===== src/rtl/ita_pkg.sv =====
// Shared types, constants and helpers for the integer-to-ASCII formatter.
// No dependencies; the other RTL modules and the bench refer to this package by scoped names.
package ita_pkg;

  localparam int MAX_WIDTH     = 64;
  localparam int MAX_PRECISION = 32;
  localparam int DIGIT_SLOTS   = 24;

  localparam int VALUE_W = 64;
  localparam int WID_W   = 7;
  localparam int PREC_W  = 6;
  localparam int IDX_W   = $clog2(DIGIT_SLOTS);
  localparam int ND_W    = $clog2(DIGIT_SLOTS + 1);
  localparam int STEP_W  = $clog2(VALUE_W);

  localparam int DEC_DIGITS = 20;
  localparam int HEX_DIGITS = (VALUE_W + 3) / 4;
  localparam int OCT_DIGITS = (VALUE_W + 2) / 3;

  localparam int QUEUE_DEPTH = 2;
  localparam int SEG_COUNT   = 8;

  localparam logic [2:0] REQ_SDEC = 3'd0;
  localparam logic [2:0] REQ_UDEC = 3'd1;
  localparam logic [2:0] REQ_LHEX = 3'd2;
  localparam logic [2:0] REQ_UHEX = 3'd3;
  localparam logic [2:0] REQ_OCT  = 3'd4;
  localparam logic [2:0] REQ_PTR  = 3'd5;

  localparam logic [7:0] CH_SPACE = 8'h20;
  localparam logic [7:0] CH_MINUS = 8'h2D;
  localparam logic [7:0] CH_ZERO  = 8'h30;
  localparam logic [7:0] CH_LX    = 8'h78;
  localparam logic [7:0] CH_UX    = 8'h58;

  typedef enum logic [1:0] {
    RDX_DEC,
    RDX_HEX,
    RDX_OCT
  } radix_t;

  typedef enum logic [2:0] {
    F_IDLE,
    F_DABBLE,
    F_SCAN,
    F_PLAN,
    F_PUSH
  } front_state_t;

  typedef enum logic [3:0] {
    SEG_LPAD,
    SEG_SIGN,
    SEG_PFX0,
    SEG_PFXX,
    SEG_ZPAD,
    SEG_PREC,
    SEG_DIG,
    SEG_TPAD,
    SEG_IDLE
  } seg_t;

  typedef struct packed {
    logic [VALUE_W-1:0] value;
    logic [2:0]         req_type;
    logic [WID_W-1:0]   min_chars;
    logic [PREC_W-1:0]  min_digits;
    logic               alt_prefix;
    logic               left_justify;
    logic               zero_pad;
  } ita_in_t;

  typedef struct packed {
    logic [7:0] out_char;
    logic       last_char;
  } ita_out_t;

  typedef struct packed {
    logic [DIGIT_SLOTS-1:0][3:0] digits;
    logic [ND_W-1:0]             nd;
    logic                        neg;
    logic [1:0]                  plen;
    logic                        upper;
    logic [PREC_W-1:0]           pz;
    logic [WID_W-1:0]            pad;
    logic                        left;
    logic                        zfill;
  } ita_rec_t;

  function automatic logic [7:0] glyph(input logic [3:0] d, input logic upper);
    logic [7:0] dx;
    dx = {4'h0, d};
    if (d < 4'd10) begin
      return dx + 8'h30;
    end else if (upper) begin
      return dx + 8'h37;
    end else begin
      return dx + 8'h57;
    end
  endfunction

endpackage


===== src/rtl/ita_stream_if.sv =====
// Valid/ready stream interface with a typed payload.
// Used for the input, the internal record queue and the character output.
interface ita_stream_if #(parameter type payload_t = logic);
  logic     valid;
  logic     ready;
  payload_t data;

  modport source(output valid, output data, input ready);
  modport sink(input valid, input data, output ready);
endinterface


===== src/rtl/ita_front.sv =====
// Front end: accepts a request, classifies it, extracts the digits and plans the layout.
// Depends on ita_pkg and ita_stream_if.
module ita_front (
  input  logic          clk,
  input  logic          rst_n,
  ita_stream_if.sink    in_item,
  ita_stream_if.source  rec_out
);

  localparam int VALUE_W = ita_pkg::VALUE_W;
  localparam int WID_W   = ita_pkg::WID_W;
  localparam int PREC_W  = ita_pkg::PREC_W;
  localparam int IDX_W   = ita_pkg::IDX_W;
  localparam int ND_W    = ita_pkg::ND_W;
  localparam int STEP_W  = ita_pkg::STEP_W;
  localparam int SLOTS   = ita_pkg::DIGIT_SLOTS;
  localparam int EXT_W   = 4 * SLOTS;

  ita_pkg::front_state_t state_r, state_nxt;
  ita_pkg::radix_t       radix_r, radix_nxt;

  logic [VALUE_W-1:0]      bin_r, bin_nxt;
  logic [SLOTS-1:0][3:0]   dig_r, dig_nxt;
  logic [STEP_W-1:0]       step_r, step_nxt;
  logic [IDX_W-1:0]        idx_r, idx_nxt;
  logic [ND_W-1:0]         nd_r, nd_nxt;
  logic                    neg_r, neg_nxt;
  logic                    nz_r, nz_nxt;
  logic                    ptr_r, ptr_nxt;
  logic                    upper_r, upper_nxt;
  logic                    alt_r, alt_nxt;
  logic                    left_r, left_nxt;
  logic                    zfill_r, zfill_nxt;
  logic [WID_W-1:0]        width_r, width_nxt;
  logic [PREC_W-1:0]       prec_r, prec_nxt;
  logic [PREC_W-1:0]       pz_r, pz_nxt;
  logic [1:0]              plen_r, plen_nxt;

  ita_pkg::ita_in_t        in_d;
  logic                    is_neg;
  logic [VALUE_W-1:0]      mag;
  logic [EXT_W-1:0]        ext;
  logic [WID_W-1:0]        sat_w;
  logic [PREC_W-1:0]       sat_p;
  logic [SLOTS-1:0][3:0]   adj;
  logic [WID_W-1:0]        prec_x;
  logic [WID_W-1:0]        nd_x;
  logic [WID_W-1:0]        body;
  logic [WID_W-1:0]        pad;

  always_comb begin
    in_d   = in_item.data;
    is_neg = (in_d.req_type == ita_pkg::REQ_SDEC) && in_d.value[VALUE_W-1];
    mag    = is_neg ? ({VALUE_W{1'b0}} - in_d.value) : in_d.value;
    ext    = {{(EXT_W - VALUE_W){1'b0}}, in_d.value};
    sat_w  = (in_d.min_chars > WID_W'(ita_pkg::MAX_WIDTH)) ?
             WID_W'(ita_pkg::MAX_WIDTH) : in_d.min_chars;
    sat_p  = (in_d.min_digits > PREC_W'(ita_pkg::MAX_PRECISION)) ?
             PREC_W'(ita_pkg::MAX_PRECISION) : in_d.min_digits;
    for (int i = 0; i < SLOTS; i++) begin
      adj[i] = (dig_r[i] >= 4'd5) ? (dig_r[i] + 4'd3) : dig_r[i];
    end
    prec_x = WID_W'(prec_r);
    nd_x   = WID_W'(nd_r);
    body   = WID_W'(neg_r) + WID_W'(plen_r) + WID_W'(pz_r) + nd_x;
    pad    = (width_r > body) ? (width_r - body) : '0;

    state_nxt = state_r;
    radix_nxt = radix_r;
    bin_nxt   = bin_r;
    dig_nxt   = dig_r;
    step_nxt  = step_r;
    idx_nxt   = idx_r;
    nd_nxt    = nd_r;
    neg_nxt   = neg_r;
    nz_nxt    = nz_r;
    ptr_nxt   = ptr_r;
    upper_nxt = upper_r;
    alt_nxt   = alt_r;
    left_nxt  = left_r;
    zfill_nxt = zfill_r;
    width_nxt = width_r;
    prec_nxt  = prec_r;
    pz_nxt    = pz_r;
    plen_nxt  = plen_r;

    in_item.ready        = (state_r == ita_pkg::F_IDLE);
    rec_out.valid        = (state_r == ita_pkg::F_PUSH);
    rec_out.data.digits  = dig_r;
    rec_out.data.nd      = nd_r;
    rec_out.data.neg     = neg_r;
    rec_out.data.plen    = plen_r;
    rec_out.data.upper   = upper_r;
    rec_out.data.pz      = pz_r;
    rec_out.data.pad     = pad;
    rec_out.data.left    = left_r;
    rec_out.data.zfill   = zfill_r;

    case (state_r)
      ita_pkg::F_IDLE: begin
        if (in_item.valid) begin
          if (in_d.req_type inside {ita_pkg::REQ_LHEX, ita_pkg::REQ_UHEX, ita_pkg::REQ_PTR}) begin
            radix_nxt = ita_pkg::RDX_HEX;
            idx_nxt   = IDX_W'(ita_pkg::HEX_DIGITS - 1);
          end else if (in_d.req_type == ita_pkg::REQ_OCT) begin
            radix_nxt = ita_pkg::RDX_OCT;
            idx_nxt   = IDX_W'(ita_pkg::OCT_DIGITS - 1);
          end else begin
            radix_nxt = ita_pkg::RDX_DEC;
            idx_nxt   = IDX_W'(ita_pkg::DEC_DIGITS - 1);
          end
          for (int i = 0; i < SLOTS; i++) begin
            if (radix_nxt == ita_pkg::RDX_HEX) begin
              dig_nxt[i] = ext[4*i +: 4];
            end else if (radix_nxt == ita_pkg::RDX_OCT) begin
              dig_nxt[i] = {1'b0, ext[3*i +: 3]};
            end else begin
              dig_nxt[i] = 4'd0;
            end
          end
          bin_nxt   = mag;
          step_nxt  = '1;
          neg_nxt   = is_neg;
          nz_nxt    = |in_d.value;
          ptr_nxt   = (in_d.req_type == ita_pkg::REQ_PTR);
          upper_nxt = (in_d.req_type == ita_pkg::REQ_UHEX);
          alt_nxt   = in_d.alt_prefix;
          left_nxt  = in_d.left_justify;
          zfill_nxt = !in_d.left_justify && in_d.zero_pad && (sat_p == '0);
          width_nxt = sat_w;
          prec_nxt  = sat_p;
          state_nxt = (radix_nxt == ita_pkg::RDX_DEC) ? ita_pkg::F_DABBLE : ita_pkg::F_SCAN;
        end
      end
      ita_pkg::F_DABBLE: begin
        dig_nxt[0] = {adj[0][2:0], bin_r[VALUE_W-1]};
        for (int i = 1; i < SLOTS; i++) begin
          dig_nxt[i] = {adj[i][2:0], adj[i-1][3]};
        end
        bin_nxt  = bin_r << 1;
        step_nxt = step_r - STEP_W'(1);
        if (step_r == '0) begin
          state_nxt = ita_pkg::F_SCAN;
        end
      end
      ita_pkg::F_SCAN: begin
        if ((dig_r[idx_r] != 4'd0) || (idx_r == '0)) begin
          nd_nxt    = ND_W'(idx_r) + ND_W'(1);
          state_nxt = ita_pkg::F_PLAN;
        end else begin
          idx_nxt = idx_r - IDX_W'(1);
        end
      end
      ita_pkg::F_PLAN: begin
        pz_nxt = (prec_x > nd_x) ? PREC_W'(prec_x - nd_x) : '0;
        if (ptr_r) begin
          plen_nxt = 2'd2;
        end else if (alt_r && nz_r && (radix_r == ita_pkg::RDX_HEX)) begin
          plen_nxt = 2'd2;
        end else if (alt_r && nz_r && (radix_r == ita_pkg::RDX_OCT) && (prec_x <= nd_x)) begin
          plen_nxt = 2'd1;
        end else begin
          plen_nxt = 2'd0;
        end
        state_nxt = ita_pkg::F_PUSH;
      end
      ita_pkg::F_PUSH: begin
        if (rec_out.ready) begin
          state_nxt = ita_pkg::F_IDLE;
        end
      end
      default: begin
        state_nxt = ita_pkg::F_IDLE;
      end
    endcase
  end

  always_ff @(posedge clk) begin
    if (!rst_n) begin
      state_r <= ita_pkg::F_IDLE;
    end else begin
      state_r <= state_nxt;
    end
  end

  always_ff @(posedge clk) begin
    radix_r <= radix_nxt;
    bin_r   <= bin_nxt;
    dig_r   <= dig_nxt;
    step_r  <= step_nxt;
    idx_r   <= idx_nxt;
    nd_r    <= nd_nxt;
    neg_r   <= neg_nxt;
    nz_r    <= nz_nxt;
    ptr_r   <= ptr_nxt;
    upper_r <= upper_nxt;
    alt_r   <= alt_nxt;
    left_r  <= left_nxt;
    zfill_r <= zfill_nxt;
    width_r <= width_nxt;
    prec_r  <= prec_nxt;
    pz_r    <= pz_nxt;
    plen_r  <= plen_nxt;
  end

endmodule


===== src/rtl/ita_queue.sv =====
// Short record queue between the front end and the character emitter.
// Depends on ita_pkg and ita_stream_if.
module ita_queue (
  input  logic          clk,
  input  logic          rst_n,
  ita_stream_if.sink    push_if,
  ita_stream_if.source  pop_if
);

  localparam int DEPTH = ita_pkg::QUEUE_DEPTH;
  localparam int PTR_W = (DEPTH > 1) ? $clog2(DEPTH) : 1;
  localparam int CNT_W = $clog2(DEPTH + 1);

  ita_pkg::ita_rec_t mem_r [DEPTH];
  logic [PTR_W-1:0]  wr_ptr_r, wr_ptr_nxt;
  logic [PTR_W-1:0]  rd_ptr_r, rd_ptr_nxt;
  logic [CNT_W-1:0]  cnt_r, cnt_nxt;
  logic              push;
  logic              pop;

  always_comb begin
    push_if.ready = (cnt_r != CNT_W'(DEPTH));
    pop_if.valid  = (cnt_r != '0);
    pop_if.data   = mem_r[rd_ptr_r];
    push          = push_if.valid && push_if.ready;
    pop           = pop_if.valid && pop_if.ready;

    wr_ptr_nxt = wr_ptr_r;
    rd_ptr_nxt = rd_ptr_r;
    if (push) begin
      wr_ptr_nxt = (wr_ptr_r == PTR_W'(DEPTH - 1)) ? '0 : (wr_ptr_r + PTR_W'(1));
    end
    if (pop) begin
      rd_ptr_nxt = (rd_ptr_r == PTR_W'(DEPTH - 1)) ? '0 : (rd_ptr_r + PTR_W'(1));
    end
    cnt_nxt = cnt_r + CNT_W'(push) - CNT_W'(pop);
  end

  always_ff @(posedge clk) begin
    if (!rst_n) begin
      wr_ptr_r <= '0;
      rd_ptr_r <= '0;
      cnt_r    <= '0;
    end else begin
      wr_ptr_r <= wr_ptr_nxt;
      rd_ptr_r <= rd_ptr_nxt;
      cnt_r    <= cnt_nxt;
    end
  end

  always_ff @(posedge clk) begin
    if (push) begin
      mem_r[wr_ptr_r] <= push_if.data;
    end
  end

endmodule


===== src/rtl/ita_emit.sv =====
// Back end: walks the planned segments of one record and sends one character per beat.
// Depends on ita_pkg and ita_stream_if.
module ita_emit (
  input  logic          clk,
  input  logic          rst_n,
  ita_stream_if.sink    rec_in,
  ita_stream_if.source  out_item
);

  localparam int WID_W  = ita_pkg::WID_W;
  localparam int IDX_W  = ita_pkg::IDX_W;
  localparam int NSEG   = ita_pkg::SEG_COUNT;
  localparam int SEG_W  = $bits(ita_pkg::seg_t);
  localparam int SIDX_W = $clog2(NSEG);

  ita_pkg::seg_t     seg_r, seg_nxt;
  logic [WID_W-1:0]  cnt_r, cnt_nxt;
  ita_pkg::ita_rec_t rec_r, rec_nxt;
  logic [WID_W-1:0]  len_r [NSEG];
  logic [WID_W-1:0]  len_nxt [NSEG];
  logic              ov_r, ov_nxt;
  logic [7:0]        ch_r, ch_nxt;
  logic              last_r, last_nxt;

  ita_pkg::ita_rec_t rd;
  logic [WID_W-1:0]  lin [NSEG];
  ita_pkg::seg_t     first_seg;
  logic [WID_W-1:0]  first_len;
  ita_pkg::seg_t     nx_seg;
  logic [WID_W-1:0]  nx_len;
  logic              nx_found;
  logic              produce;
  logic [IDX_W-1:0]  dig_idx;
  logic [7:0]        ch;

  always_comb begin
    rd = rec_in.data;
    lin[SIDX_W'(ita_pkg::SEG_LPAD)] = (!rd.left && !rd.zfill) ? rd.pad : '0;
    lin[SIDX_W'(ita_pkg::SEG_SIGN)] = WID_W'(rd.neg);
    lin[SIDX_W'(ita_pkg::SEG_PFX0)] = WID_W'(rd.plen != 2'd0);
    lin[SIDX_W'(ita_pkg::SEG_PFXX)] = WID_W'(rd.plen == 2'd2);
    lin[SIDX_W'(ita_pkg::SEG_ZPAD)] = rd.zfill ? rd.pad : '0;
    lin[SIDX_W'(ita_pkg::SEG_PREC)] = WID_W'(rd.pz);
    lin[SIDX_W'(ita_pkg::SEG_DIG)]  = WID_W'(rd.nd);
    lin[SIDX_W'(ita_pkg::SEG_TPAD)] = rd.left ? rd.pad : '0;

    first_seg = ita_pkg::SEG_DIG;
    first_len = lin[SIDX_W'(ita_pkg::SEG_DIG)];
    for (int k = NSEG - 1; k >= 0; k--) begin
      if (lin[k] != '0) begin
        first_seg = ita_pkg::seg_t'(SEG_W'(k));
        first_len = lin[k];
      end
    end

    nx_seg   = ita_pkg::SEG_IDLE;
    nx_len   = '0;
    nx_found = 1'b0;
    for (int k = NSEG - 1; k >= 0; k--) begin
      if ((k > int'(seg_r)) && (len_r[k] != '0)) begin
        nx_seg   = ita_pkg::seg_t'(SEG_W'(k));
        nx_len   = len_r[k];
        nx_found = 1'b1;
      end
    end

    dig_idx = IDX_W'(cnt_r - WID_W'(1));
    case (seg_r)
      ita_pkg::SEG_LPAD, ita_pkg::SEG_TPAD: ch = ita_pkg::CH_SPACE;
      ita_pkg::SEG_SIGN:                    ch = ita_pkg::CH_MINUS;
      ita_pkg::SEG_PFX0, ita_pkg::SEG_ZPAD,
      ita_pkg::SEG_PREC:                    ch = ita_pkg::CH_ZERO;
      ita_pkg::SEG_PFXX: ch = rec_r.upper ? ita_pkg::CH_UX : ita_pkg::CH_LX;
      ita_pkg::SEG_DIG:  ch = ita_pkg::glyph(rec_r.digits[dig_idx], rec_r.upper);
      default:           ch = ita_pkg::CH_SPACE;
    endcase

    produce      = (seg_r != ita_pkg::SEG_IDLE) && (!ov_r || out_item.ready);
    rec_in.ready = (seg_r == ita_pkg::SEG_IDLE);

    out_item.valid          = ov_r;
    out_item.data.out_char  = ch_r;
    out_item.data.last_char = last_r;

    seg_nxt  = seg_r;
    cnt_nxt  = cnt_r;
    rec_nxt  = rec_r;
    len_nxt  = len_r;
    ch_nxt   = ch_r;
    last_nxt = last_r;
    ov_nxt   = ov_r && !out_item.ready;

    case (seg_r)
      ita_pkg::SEG_IDLE: begin
        if (rec_in.valid) begin
          rec_nxt = rd;
          len_nxt = lin;
          seg_nxt = first_seg;
          cnt_nxt = first_len;
        end
      end
      default: begin
        if (produce) begin
          ov_nxt   = 1'b1;
          ch_nxt   = ch;
          last_nxt = (cnt_r == WID_W'(1)) && !nx_found;
          if (cnt_r > WID_W'(1)) begin
            cnt_nxt = cnt_r - WID_W'(1);
          end else begin
            seg_nxt = nx_seg;
            cnt_nxt = nx_len;
          end
        end
      end
    endcase
  end

  always_ff @(posedge clk) begin
    if (!rst_n) begin
      seg_r <= ita_pkg::SEG_IDLE;
      cnt_r <= '0;
      ov_r  <= 1'b0;
    end else begin
      seg_r <= seg_nxt;
      cnt_r <= cnt_nxt;
      ov_r  <= ov_nxt;
    end
  end

  always_ff @(posedge clk) begin
    rec_r  <= rec_nxt;
    len_r  <= len_nxt;
    ch_r   <= ch_nxt;
    last_r <= last_nxt;
  end

endmodule


===== src/rtl/integer_to_ascii_formatter.sv =====
// Top level of the integer-to-ASCII formatter: front end, record queue, character emitter.
// Depends on ita_pkg, ita_stream_if, ita_front, ita_queue and ita_emit.
//
//   Channel   Dir  Payload                                             Handshake
//   in_item   in   value, req_type, min_chars, min_digits,             valid/ready
//                  alt_prefix, left_justify, zero_pad
//   out_item  out  out_char, last_char (one character per beat)        valid/ready
//
// Front end: accepts an item, runs double dabble for decimal values, scans for the leading digit,
// then plans the layout and hands over a record.
// Emitter: takes a record, then one character per cycle unless stalled, 1 to 64 per item.
// A two-record queue lets the front end convert the next item while the emitter drains.
// Reset (rst_n low, synchronous) idles both ends and empties the queue.
// A stalled output holds its beat; the emitter and then the queue and front end back up.
module integer_to_ascii_formatter (
  input  logic          clk,
  input  logic          rst_n,
  ita_stream_if.sink    in_item,
  ita_stream_if.source  out_item
);

  localparam int ND_W    = ita_pkg::ND_W;
  localparam int ND_LIMIT = ita_pkg::OCT_DIGITS;

  ita_stream_if #(.payload_t(ita_pkg::ita_rec_t)) rec_f ();
  ita_stream_if #(.payload_t(ita_pkg::ita_rec_t)) rec_b ();

  ita_front u_front (
    .clk     (clk),
    .rst_n   (rst_n),
    .in_item (in_item),
    .rec_out (rec_f)
  );

  ita_queue u_queue (
    .clk     (clk),
    .rst_n   (rst_n),
    .push_if (rec_f),
    .pop_if  (rec_b)
  );

  ita_emit u_emit (
    .clk      (clk),
    .rst_n    (rst_n),
    .rec_in   (rec_b),
    .out_item (out_item)
  );

  a_digit_count: assert property (@(posedge clk) disable iff (!rst_n)
    rec_f.valid |-> (rec_f.data.nd != '0) && (rec_f.data.nd <= ND_W'(ND_LIMIT)))
    else $error("digit count out of range");

  a_zfill_right: assert property (@(posedge clk) disable iff (!rst_n)
    rec_f.valid |-> !(rec_f.data.zfill && rec_f.data.left))
    else $error("zero fill planned on a left-justified item");

  a_octal_prefix: assert property (@(posedge clk) disable iff (!rst_n)
    (rec_f.valid && (rec_f.data.pz != '0)) |-> (rec_f.data.plen != 2'd1))
    else $error("octal prefix planned alongside precision zeros");

  a_front_busy: assert property (@(posedge clk) disable iff (!rst_n)
    (in_item.valid && in_item.ready) |=> !in_item.ready)
    else $error("front end ready again right after accepting an item");

endmodule


===== src/flat_wrapper.sv =====
// flat-port wrapper written by rule: the top's interface ports become plain ports
module integer_to_ascii_formatter_flat 
  (clk, rst_n, in_item_valid, in_item_data, in_item_ready, out_item_valid, out_item_data, out_item_ready);
  ita_stream_if #(.payload_t(ita_pkg::ita_in_t)) in_item_i ();
  ita_stream_if #(.payload_t(ita_pkg::ita_out_t)) out_item_i ();
  input  logic clk;
  input  logic rst_n;
  input wire logic [$bits(in_item_i.valid)-1:0] in_item_valid;
  input wire logic [$bits(in_item_i.data)-1:0] in_item_data;
  output wire logic [$bits(in_item_i.ready)-1:0] in_item_ready;
  output wire logic [$bits(out_item_i.valid)-1:0] out_item_valid;
  output wire logic [$bits(out_item_i.data)-1:0] out_item_data;
  input wire logic [$bits(out_item_i.ready)-1:0] out_item_ready;
  assign in_item_i.valid = in_item_valid;
  assign in_item_i.data = in_item_data;
  assign in_item_ready = in_item_i.ready;
  assign out_item_valid = out_item_i.valid;
  assign out_item_data = out_item_i.data;
  assign out_item_i.ready = out_item_ready;
  integer_to_ascii_formatter u_core (.clk(clk), .rst_n(rst_n), .in_item(in_item_i), .out_item(out_item_i));
endmodule

===== config.mk =====
export PLATFORM = sky130hd
export DESIGN_NAME = integer_to_ascii_formatter_flat
export DESIGN_NICKNAME = d
export VERILOG_FILES = /design/src/rtl/ita_pkg.sv /design/src/rtl/ita_stream_if.sv /design/src/rtl/ita_front.sv /design/src/rtl/ita_queue.sv /design/src/rtl/ita_emit.sv /design/src/rtl/integer_to_ascii_formatter.sv /design/src/flat_wrapper.sv
export SDC_FILE = /design/constraint.sdc
export NUM_CORES = 1
export LEC_CHECK = 0
export BUFFER_PORTS_ARGS = -buffer_cell sky130_fd_sc_hd__clkbuf_2
export CORE_ASPECT_RATIO = 1.5
export CORE_MARGIN = 3
export CORE_UTILIZATION = 45
export CTS_CLUSTER_DIAMETER = 80
export CTS_CLUSTER_SIZE = 25
export DETAILED_ROUTE_END_ITERATION = 16
export MAX_ROUTING_LAYER = met4
export PLACE_DENSITY_LB_ADDON = 0.3
export SLEW_MARGIN = 20
export SYNTH_ARGS = -nofsm -noshare
export SYNTH_HDL_FRONTEND = slang
export SYNTH_SLANG_ARGS = --single-unit

===== constraint.sdc =====
create_clock -name clk -period 8.49 [get_ports clk]
set_input_delay 0.849 -clock clk [delete_from_list [all_inputs] [get_ports clk]]
set_output_delay 0.849 -clock clk [all_outputs]
set_load 0.05 [all_outputs]

==> out/metrics.csv <==
metric,value,unit
p_leak,10.5,nW
synth_ff_type,edfxtp_1,
rows,113,
grt_setup_unrepaired,false,
fillCellCount,5519,
cts_hold_buf,0,
area_delta_synth_final,7.54,%
grt_max_degree,107,
pre_cts_slack,4.13,ns
root_buffer,clkbuf_16,
timing.fmax,229,MHz
worst-setup-path-type,flop to flop,
post-dp-hpwl,51400,µm
cp_slowest_cell,ha_1,
place_area,30500,µm²
ir_drop,235,µV
place_congestion,0.900,
setup_slack,4.13,ns
avgSynthCellArea,12.8,µm²
crit_top_cell,ha_1,
io_buffers,96,
viasPerCell,5.88,
min_path_type,input port to flop,
antenna_left,0,
crit_fanout,33,
path_cells,"inv_1, ha_1, mux4_2, mux2_2, a211oi_1, ha_1, a21oi_1, a31oi_1, o21ai_0",
h-tree-depth,1,
insertion_delay,0.62,ns
min_path_cells,1,
start_util,45.7,%
synth_warnings,0,
synth_edf_count,579,
drt_wl_total,72300,µm
finalSetupViolations,0,
critPathCaptureType,flop,
antenna_found_initial,2,
grt_usage,21.6,%
critPathMaxStageDelay,1.04,ns
synth_cells,2271,
postCtsSetupRepairBufs,0,
syn_nets,2443,
drv_slew,0,
tns,0,ns
status,finished clean,
dp.cells,3141,
final_nets,2483,
ys_seq_area_share,61.0,%
multi_input_area,10600,µm²
worstMarginPinSlew,1.07,ns
regArea,17800,µm²
grt_pass1_vias,18744,
crit_required,8.84,ns
pin_count,98,
core_region_area,63800,µm²
slew_headroom,28.5,%
fp.dieH,318,µm
p_per_area,357,nW/µm²
die-area,67900,µm²
cts_made_buffers,30,
hold_viol_final,0,
fin_skew,0.0221,ns
vias,18778,
cts_tree,built,
max_cap_viol_count,0,
yosysUniqueCellTypes,93,
final_common_cell,edfxtp_1,
grt_overflow,0,
synthArstFlopShare,0,%
mostFrequentLayoutCells,"edfxtp_1, a21oi_1, nor2_1",
stdcell_area,31400,µm²
wl_per_cell,22.6,µm
numClockSinks,599,
reg2regPathDepth,9,
drt-initial-drc-count,1645,
clk_pin_slew,0.10,ns
drive_above_1_share,14.6,%
remaining_drc_errors,0,
die_w,214,µm
ys_ff_latch,599,
syn_area,29200,µm²
grt_pass1_wl,110000,µm
postLayoutCoreUtil,49.2,%
start_kind,flop,
finalCritPeriodShare,51.4,%
first_pass_iters,5,
clockBufferDepth,3,
worstPathArrival,4.71,ns
post-route-min-period,4.36,ns
layout.cells.non_filler,3191,
ctsResizeCount,0,
## routing by layer
metal / up-vias / wire (µm) / share of wire (%) / global-route usage, %
li1: 8643 / - / - / -
met1: 9395 / 29200 / 40 / 26.9
met2: 597 / 36800 / 51 / 36.6
met3: 143 / 3240 / 4.5 / 1.85
met4: 0 / 3040 / 4.2 / 8.13
met5: - / 0 / 0 / -
## synth_stat cells (20+ instances only)
cell type / number / area (µm²)
nor3_1: 41 / 205
nor2b_1: 31 / 194
a221oi_1: 50 / 438
nor3b_1: 34 / 255
nor4_1: 29 / 181
o21ai_0: 124 / 621
mux2_2: 114 / 1280
edfxtp_1: 579 / 17400
a21oi_1: 191 / 956
ha_1: 80 / 1000
nand2b_1: 34 / 213
a31oi_1: 20 / 125
clkbuf_1: 71 / 267
nor2_1: 154 / 578
inv_1: 98 / 368
mux4_2: 28 / 631
nand3_1: 39 / 195
dfxtp_1: 20 / 400
mux2i_1: 29 / 290
xnor2_1: 85 / 744
xor2_1: 35 / 307
nand2_1: 130 / 488
## power breakdown
| part | switching, W | internal, W |
|---|---|---|
| Sequential | 0.000806 | 0.00467 |
| Combinational | 0.00254 | 0.00156 |
| Clock | 0.000933 | 0.000688 |
| Total | 0.00428 | 0.00692 |
## worst paths after layout
check	slack (ns)	to	startpoint
max	4.13	u_core.u_emit.ch_r[2]$_DFFE_PP_	u_core.u_emit.cnt_r[0]$_SDFFE_PN0P_
min reg2reg	0.46	u_core.u_queue.mem_r[1][1]$_DFFE_PP_	u_core.u_front.left_r$_DFFE_PP_
min	0.43	u_core.u_front.left_r$_DFFE_PP_	in_item_data[1]
max reg2reg	4.13	u_core.u_emit.ch_r[2]$_DFFE_PP_	u_core.u_emit.cnt_r[0]$_SDFFE_PN0P_
## layout make-up
class                   count  share of cell area [%]
clock inverters            11                   0.323
diodes                      1                 0.00798
inverters                  98                    1.18
flip-flops and latches    599                    56.7
clock buffers              38                    2.56
multi-input cells        1467                    33.8
well taps                 862                    3.44
repair buffers            115                    1.99
## cell families (layout without fill, tap and decap cells)
logic type | count (synthesis) | after routing | share of synthesized area, %
multiplexers | 171 | 171 | 7.56
AND/OR/NAND/NOR | 569 | 569 | 10.0
other | 1 | 2 | 0.0129
AO/OA/AOI/OAI | 521 | 521 | 11.2
flip-flops | 599 | 599 | 61.0
buffers and inverters | 205 | 262 | 2.82
adder cells (fa/ha/maj) | 85 | 85 | 3.78
XOR/XNOR | 120 | 120 | 3.60
## stage by stage
step | hold WS [ns] | total power [W]
final | 0.434 | 0.0112
after global routing | 0.403 | 0.0119
after CTS | 0.400 | 0.0113
after detailed placement | 0.433 | 0.00963
after global placement | 0.443 | 0.00943
after floorplan | 0.421 | 0.00839
## worst max-delay path, delay by kind of cell (launching register included)
| kind | cells | cell delay (ns) |
|---|---|---|
| AOI/OAI and AO/OA | 4 | 0.89 |
| adders and majority gates | 2 | 1.34 |
| buffers and inverters | 1 | 0.11 |
| DFF | 1 | 1.00 |
| muxes | 2 | 0.73 |
## state kept, by name, indices dropped and copies added (netlist names), 6 cells and up, named ones only
register                     count
u_core.u_queue.mem_r           240
u_core.u_emit.cnt_r              7
u_core.u_emit.rec_r             97
u_core.u_emit.ch_r               7
u_core.u_front.step_r            6
u_core.u_front.pz_r              6
u_core.u_front.bin_r            64
u_core.u_front.rec_out.data     96
u_core.u_front.width_r           7
u_core.u_emit.len_r             28
u_core.u_front.prec_r            6
Power figures use the tool's default switching activity.
